`src/sv/set_pkg.sv`:
```
package set_pkg;

  // Default frame limits.
  localparam int unsigned MaxWidthDef  = 2048;
  localparam int unsigned MaxHeightDef = 4096;

  // Register file layout.
  localparam int unsigned CfgIdxW  = 2;
  localparam int unsigned CfgDataW = 13;

  typedef enum logic [CfgIdxW-1:0] {
    CFG_IMAGE_WIDTH  = 2'd0,
    CFG_IMAGE_HEIGHT = 2'd1,
    CFG_EDGE_THRESH  = 2'd2,
    CFG_FILL_DEAD    = 2'd3
  } cfg_idx_e;

  localparam logic [11:0] WidthReset  = 12'd640;
  localparam logic [12:0] HeightReset = 13'd480;
  localparam logic [8:0]  ThreshReset = 9'd128;

  // Payload widths.
  localparam int unsigned PixW = 8;
  localparam int unsigned RowW = 12;
  localparam int unsigned ColW = 11;

  // Squared gradient sum and the largest value whose root stays below 256.
  localparam int unsigned SumW = 21;
  localparam logic [SumW-1:0] SqMax = 21'd65025;

  typedef enum logic [2:0] {
    S_IDLE,
    S_LOAD,
    S_ROOT,
    S_WAIT,
    S_EMIT
  } state_e;

  // The four possible results of one pixel, in raster order.
  typedef enum logic [1:0] {
    K_CENTER   = 2'd0,
    K_ROW_END  = 2'd1,
    K_LAST_ROW = 2'd2,
    K_CORNER   = 2'd3
  } res_kind_e;

  // Handshake between the sequencer and the root unit.
  typedef struct packed {
    logic        done;
    logic [7:0]  mag;
  } root_res_t;

endpackage

```
`src/sv/set_root.sv`:
```
module set_root (
  input  logic                clk_i,
  input  logic                rst_ni,
  input  logic                start_i,
  input  logic [15:0]         op_i,
  output set_pkg::root_res_t  res_o
);

  import set_pkg::*;

  logic        busy_q, busy_d;
  logic [2:0]  cnt_q, cnt_d;
  logic [15:0] op_q, op_d;
  logic [9:0]  rem_q, rem_d;
  logic [7:0]  root_q, root_d;
  logic [9:0]  rem_sh;
  logic [9:0]  trial;

  // One result bit per cycle, restoring square root with a remainder.
  always_comb begin
    rem_sh = {rem_q[7:0], op_q[15:14]};
    trial  = {root_q, 2'b01};
    busy_d = busy_q;
    cnt_d  = cnt_q;
    op_d   = op_q;
    rem_d  = rem_q;
    root_d = root_q;
    if (start_i) begin
      busy_d = 1'b1;
      cnt_d  = '0;
      op_d   = op_i;
      rem_d  = '0;
      root_d = '0;
    end else if (busy_q) begin
      op_d  = {op_q[13:0], 2'b00};
      cnt_d = cnt_q + 3'd1;
      if (rem_sh >= trial) begin
        rem_d  = rem_sh - trial;
        root_d = {root_q[6:0], 1'b1};
      end else begin
        rem_d  = rem_sh;
        root_d = {root_q[6:0], 1'b0};
      end
      if (cnt_q == 3'd7) begin
        busy_d = 1'b0;
      end
    end
  end

  always_ff @(posedge clk_i or negedge rst_ni) begin
    if (!rst_ni) begin
      busy_q <= 1'b0;
      cnt_q  <= '0;
    end else begin
      busy_q <= busy_d;
      cnt_q  <= cnt_d;
    end
  end

  always_ff @(posedge clk_i) begin
    op_q   <= op_d;
    rem_q  <= rem_d;
    root_q <= root_d;
  end

  // Ceiling: a nonzero remainder rounds the floor root up.
  assign res_o.done = busy_q && (cnt_q == 3'd7);
  assign res_o.mag  = root_d + {7'd0, (rem_d != 10'd0)};

endmodule

```
`config.mk`:
```
export PLATFORM = sky130hd
export DESIGN_NAME = set_root
export DESIGN_NICKNAME = d
export VERILOG_FILES = /design/src/sv/set_pkg.sv /design/src/sv/set_root.sv
export SDC_FILE = /design/constraint.sdc
export NUM_CORES = 1
export LEC_CHECK = 0
export CORE_MARGIN = 2
export CORE_UTILIZATION = 55
export DETAILED_ROUTE_END_ITERATION = 10
export DONT_BUFFER_PORTS = 1
export PLACE_DENSITY_LB_ADDON = 0.2
export SETUP_SLACK_MARGIN = 0.2
export SLEW_MARGIN = 15
export SYNTH_ARGS = -nofsm -noshare
export SYNTH_HDL_FRONTEND = slang
export SYNTH_SLANG_ARGS = --single-unit
export TNS_END_PERCENT = 5
```
`constraint.sdc`:
```
create_clock -name clk_i -period 5.62 [get_ports clk_i]
set_clock_uncertainty 0.05 [all_clocks]
set_input_delay 0 -clock clk_i [delete_from_list [all_inputs] [get_ports clk_i]]
set_output_delay 0 -clock clk_i [all_outputs]
set_load 0.005 [all_outputs]
```
==> results.cfg <==
[status]
outcome = complete, no violations

[finish]
post-route-cell-area_um2 = 2550
n_antenna_cell = 0
syn_to_final_growth_pct = 14.3
drive_gt1_frac = 0.105
nets = 271

[placement]
place.gp.congestion = 0.840
dpl-instance-area_um2 = 2250
io_buffers = 0
hpwl_mm = 3.36

[die]
std_cell_rows = 23
initial_utilization = 0.566
die_height_um = 67.7
die_area_um2 = 4580
core_area_um2 = 3940
fp.dieW_um = 67.7
pin_count = 28

[clock_network]
clock_latency_ps = 290
ctsHtreeMaxLevel = 2
clk_pin_slew_ps = 70
cts_tree = yes
clk_path_buf_depth = 2
ctsHoldBuffers = 21
cts_setup_buffers = 0
cts_resized = 0
cts_made_buffers = 5
cts_root_buf = clkbuf_8
cts.sinks = 38

[critical_path]
cp-end-kind = output pin
critPathMostFrequentCell = ha_1
crit_family = compound AO/OA/AOI/OAI gates
worstPathArrival_ps = 3850
cp_max_fo = 16
path_cells = inv_1, ha_1, a21oi_2, o211ai_1, a211oi_4, mux2i_1, a211oi_1, nor4b_1, nand4b_1, ha_1, ha_1, and3_1, nand3_1, xnor2_1
required_ps = 5570
path_buf_inv = 1
max_stage_delay_ps = 630
slowest_stage = a211oi_4
critPathLaunchType = flop
crit_type = flop to output pin

[global_route]
grt_pass1_vias = 1734
antenna_found_initial = 0
grt_max_degree = 34
grtUsageTotal = 0.232
grt_pass1_wl_mm = 7.80
overflow = 0

[routing]
final_antenna_net_count = 0
firstDrtPassIters = 4
drt_first_iter_violations = 96
drt-wirelength-per-cell_um = 16.6
drt-total-wl_mm = 4.79
vias_per_cell = 5.86
drc_errors = 0
via_count = 1693

[yosys]
synthCells = 218
async_reset_ff_frac = 0.105
yosys-top-cells-area = edfxtp_1, dfxtp_1, ha_1
yosys-top-cells-count = nor2_1, dfxtp_1, edfxtp_1, mux2i_1, inv_1
avgSynthCellArea_um2 = 10.2
synth.distinct_cells = 47
ys_seq_area_frac = 0.422
synth_flop_cell = dfxtp_1
yosysTopAreaCell = edfxtp_1
ys_ff_latch = 38
synth.most_common_cell = nor2_1
synth_area_um2 = 2230
yosys_warnings = 0
synth_top_area_frac = 0.215
synth_edf_count = 16
synth_fp_nets = 251

[timing]
rsz0062_at_grt = false
setup_viol = 0
hold_violations = 0
slew_headroom = 0.359
fmax_mhz = 256
fin_setup_tns_ps = 0
worstMarginPinSlew_ps = 961
min_period_ps = 3900
drv_slew = 0
hold_slack_ps = 14.2
period_share = 0.694

[power_and_ir_drop]
p_leak_uw = 0.00114
power_density_nw_per_um2 = 457
ir_drop_mv = 0.249
finalPower_uw = 1170

[flow_run]
maxCapViolCount = 0

[min_path]
hold_class = primary input to flop
## registers in the layout (all words and copies together), names as in the netlist
| signal | count |
|---|---|
| root_q | 8 |
| cnt_q | 3 |
| rem_q | 10 |
| busy_q | 1 |
| op_q | 16 |
## routing by layer
metal / global-route usage / vias up / share of wire / wire (µm)
met4: 0.120 / 0 / 0.025 / 121
met2: 0.390 / 45 / 0.51 / 2460
met3: 0.0683 / 13 / 0.040 / 192
met5: 0 / - / 0 / 0
met1: 0.266 / 808 / 0.42 / 2010
li1: - / 827 / - / -
## worst reg2reg max path, delay by kind of cell (launching register included)
family | cells | cell delay [ps]
buffers and inverters | 1 | 60
AO/OA/AOI/OAI | 5 | 1500
flip-flops | 1 | 360
adder cells (fa/ha/maj) | 1 | 390
## kinds of logic (layout without fill, tap and decap cells)
group | after synthesis | in the layout | share of synthesized area
AOI/OAI and AO/OA | 36 | 36 | 0.122
xor gates and xnor gates | 13 | 13 | 0.0510
adders and majority gates | 14 | 14 | 0.0785
buffers and inverters | 23 | 44 | 0.0448
DFF | 38 | 38 | 0.422
muxes | 30 | 30 | 0.142
and+or+nand+nor | 64 | 64 | 0.140
## layout by cell type (no fill, tap or decap), types with 2 or more instances in the layout
cell type      Yosys  routed
nand2_1            8       8
mux2i_1           16      16
clkbuf_1           3       3
clkbuf_8           0       5
xor2_1             6       6
o21ai_0            5       5
nand2b_1           3       3
ha_1              14      14
dfxtp_1           18      18
mux2_2            14      14
inv_1             15      15
or3_1              3       3
a21o_1             4       4
nand4_1            2       2
nor3_1             3       3
and3_1             4       4
a211oi_1           3       3
a21oi_1            6       6
edfxtp_1          16      16
dlygate4sd3_1      0      20
and2_1             3       3
xnor2_1            7       7
dfrtp_1            4       4
nand3_1            5       5
or4_1              2       2
o211ai_1           3       3
o21a_1             3       3
nor2_1            26      26
## stage by stage
step / cells / worst slack, ps / utilization
floorplan: 218 / 2660 / -
global placement: 260 / 2260 / 0.571
detailed placement: 260 / 2080 / 0.571
CTS: 289 / 1740 / 0.647
global route: 289 / 1490 / 0.647
finish: 289 / 1720 / 0.647
## final timing paths
path / slack (ps) / start / to / cells after the start
max in group asynchronous: 4870 / rst_ni / cnt_q[2] / 2
worst min-delay path: 10 / start_i / rem_q[6] / 2
min in group asynchronous: 470 / rst_ni / cnt_q[0] / 2
worst max register to register: 3150 / root_q[5] / rem_q[6] / 7
worst max-delay path: 1720 / root_q[5] / res_o[6] / 14
worst min register to register: 410 / rem_q[8] / rem_q[8] / 2
## where the power goes
| group | switching (µW) | leakage, µW | internal [µW] |
|---|---|---|---|
| sequential | 35.1 | 0.000369 | 337 |
| combinational | 338 | 0.000730 | 277 |
| clock | 90.8 | 0.0000395 | 88.1 |
## final cells by class
class                   count  area (µm²)
repair buffers             21         220
inverters                  15        56.3
clock buffers               8        80.1
flip-flops and latches     38         941
fillers                   309        1390
well taps                  50        62.6
multi-input cells         157        1190
Power figures use the tool's default switching activity.
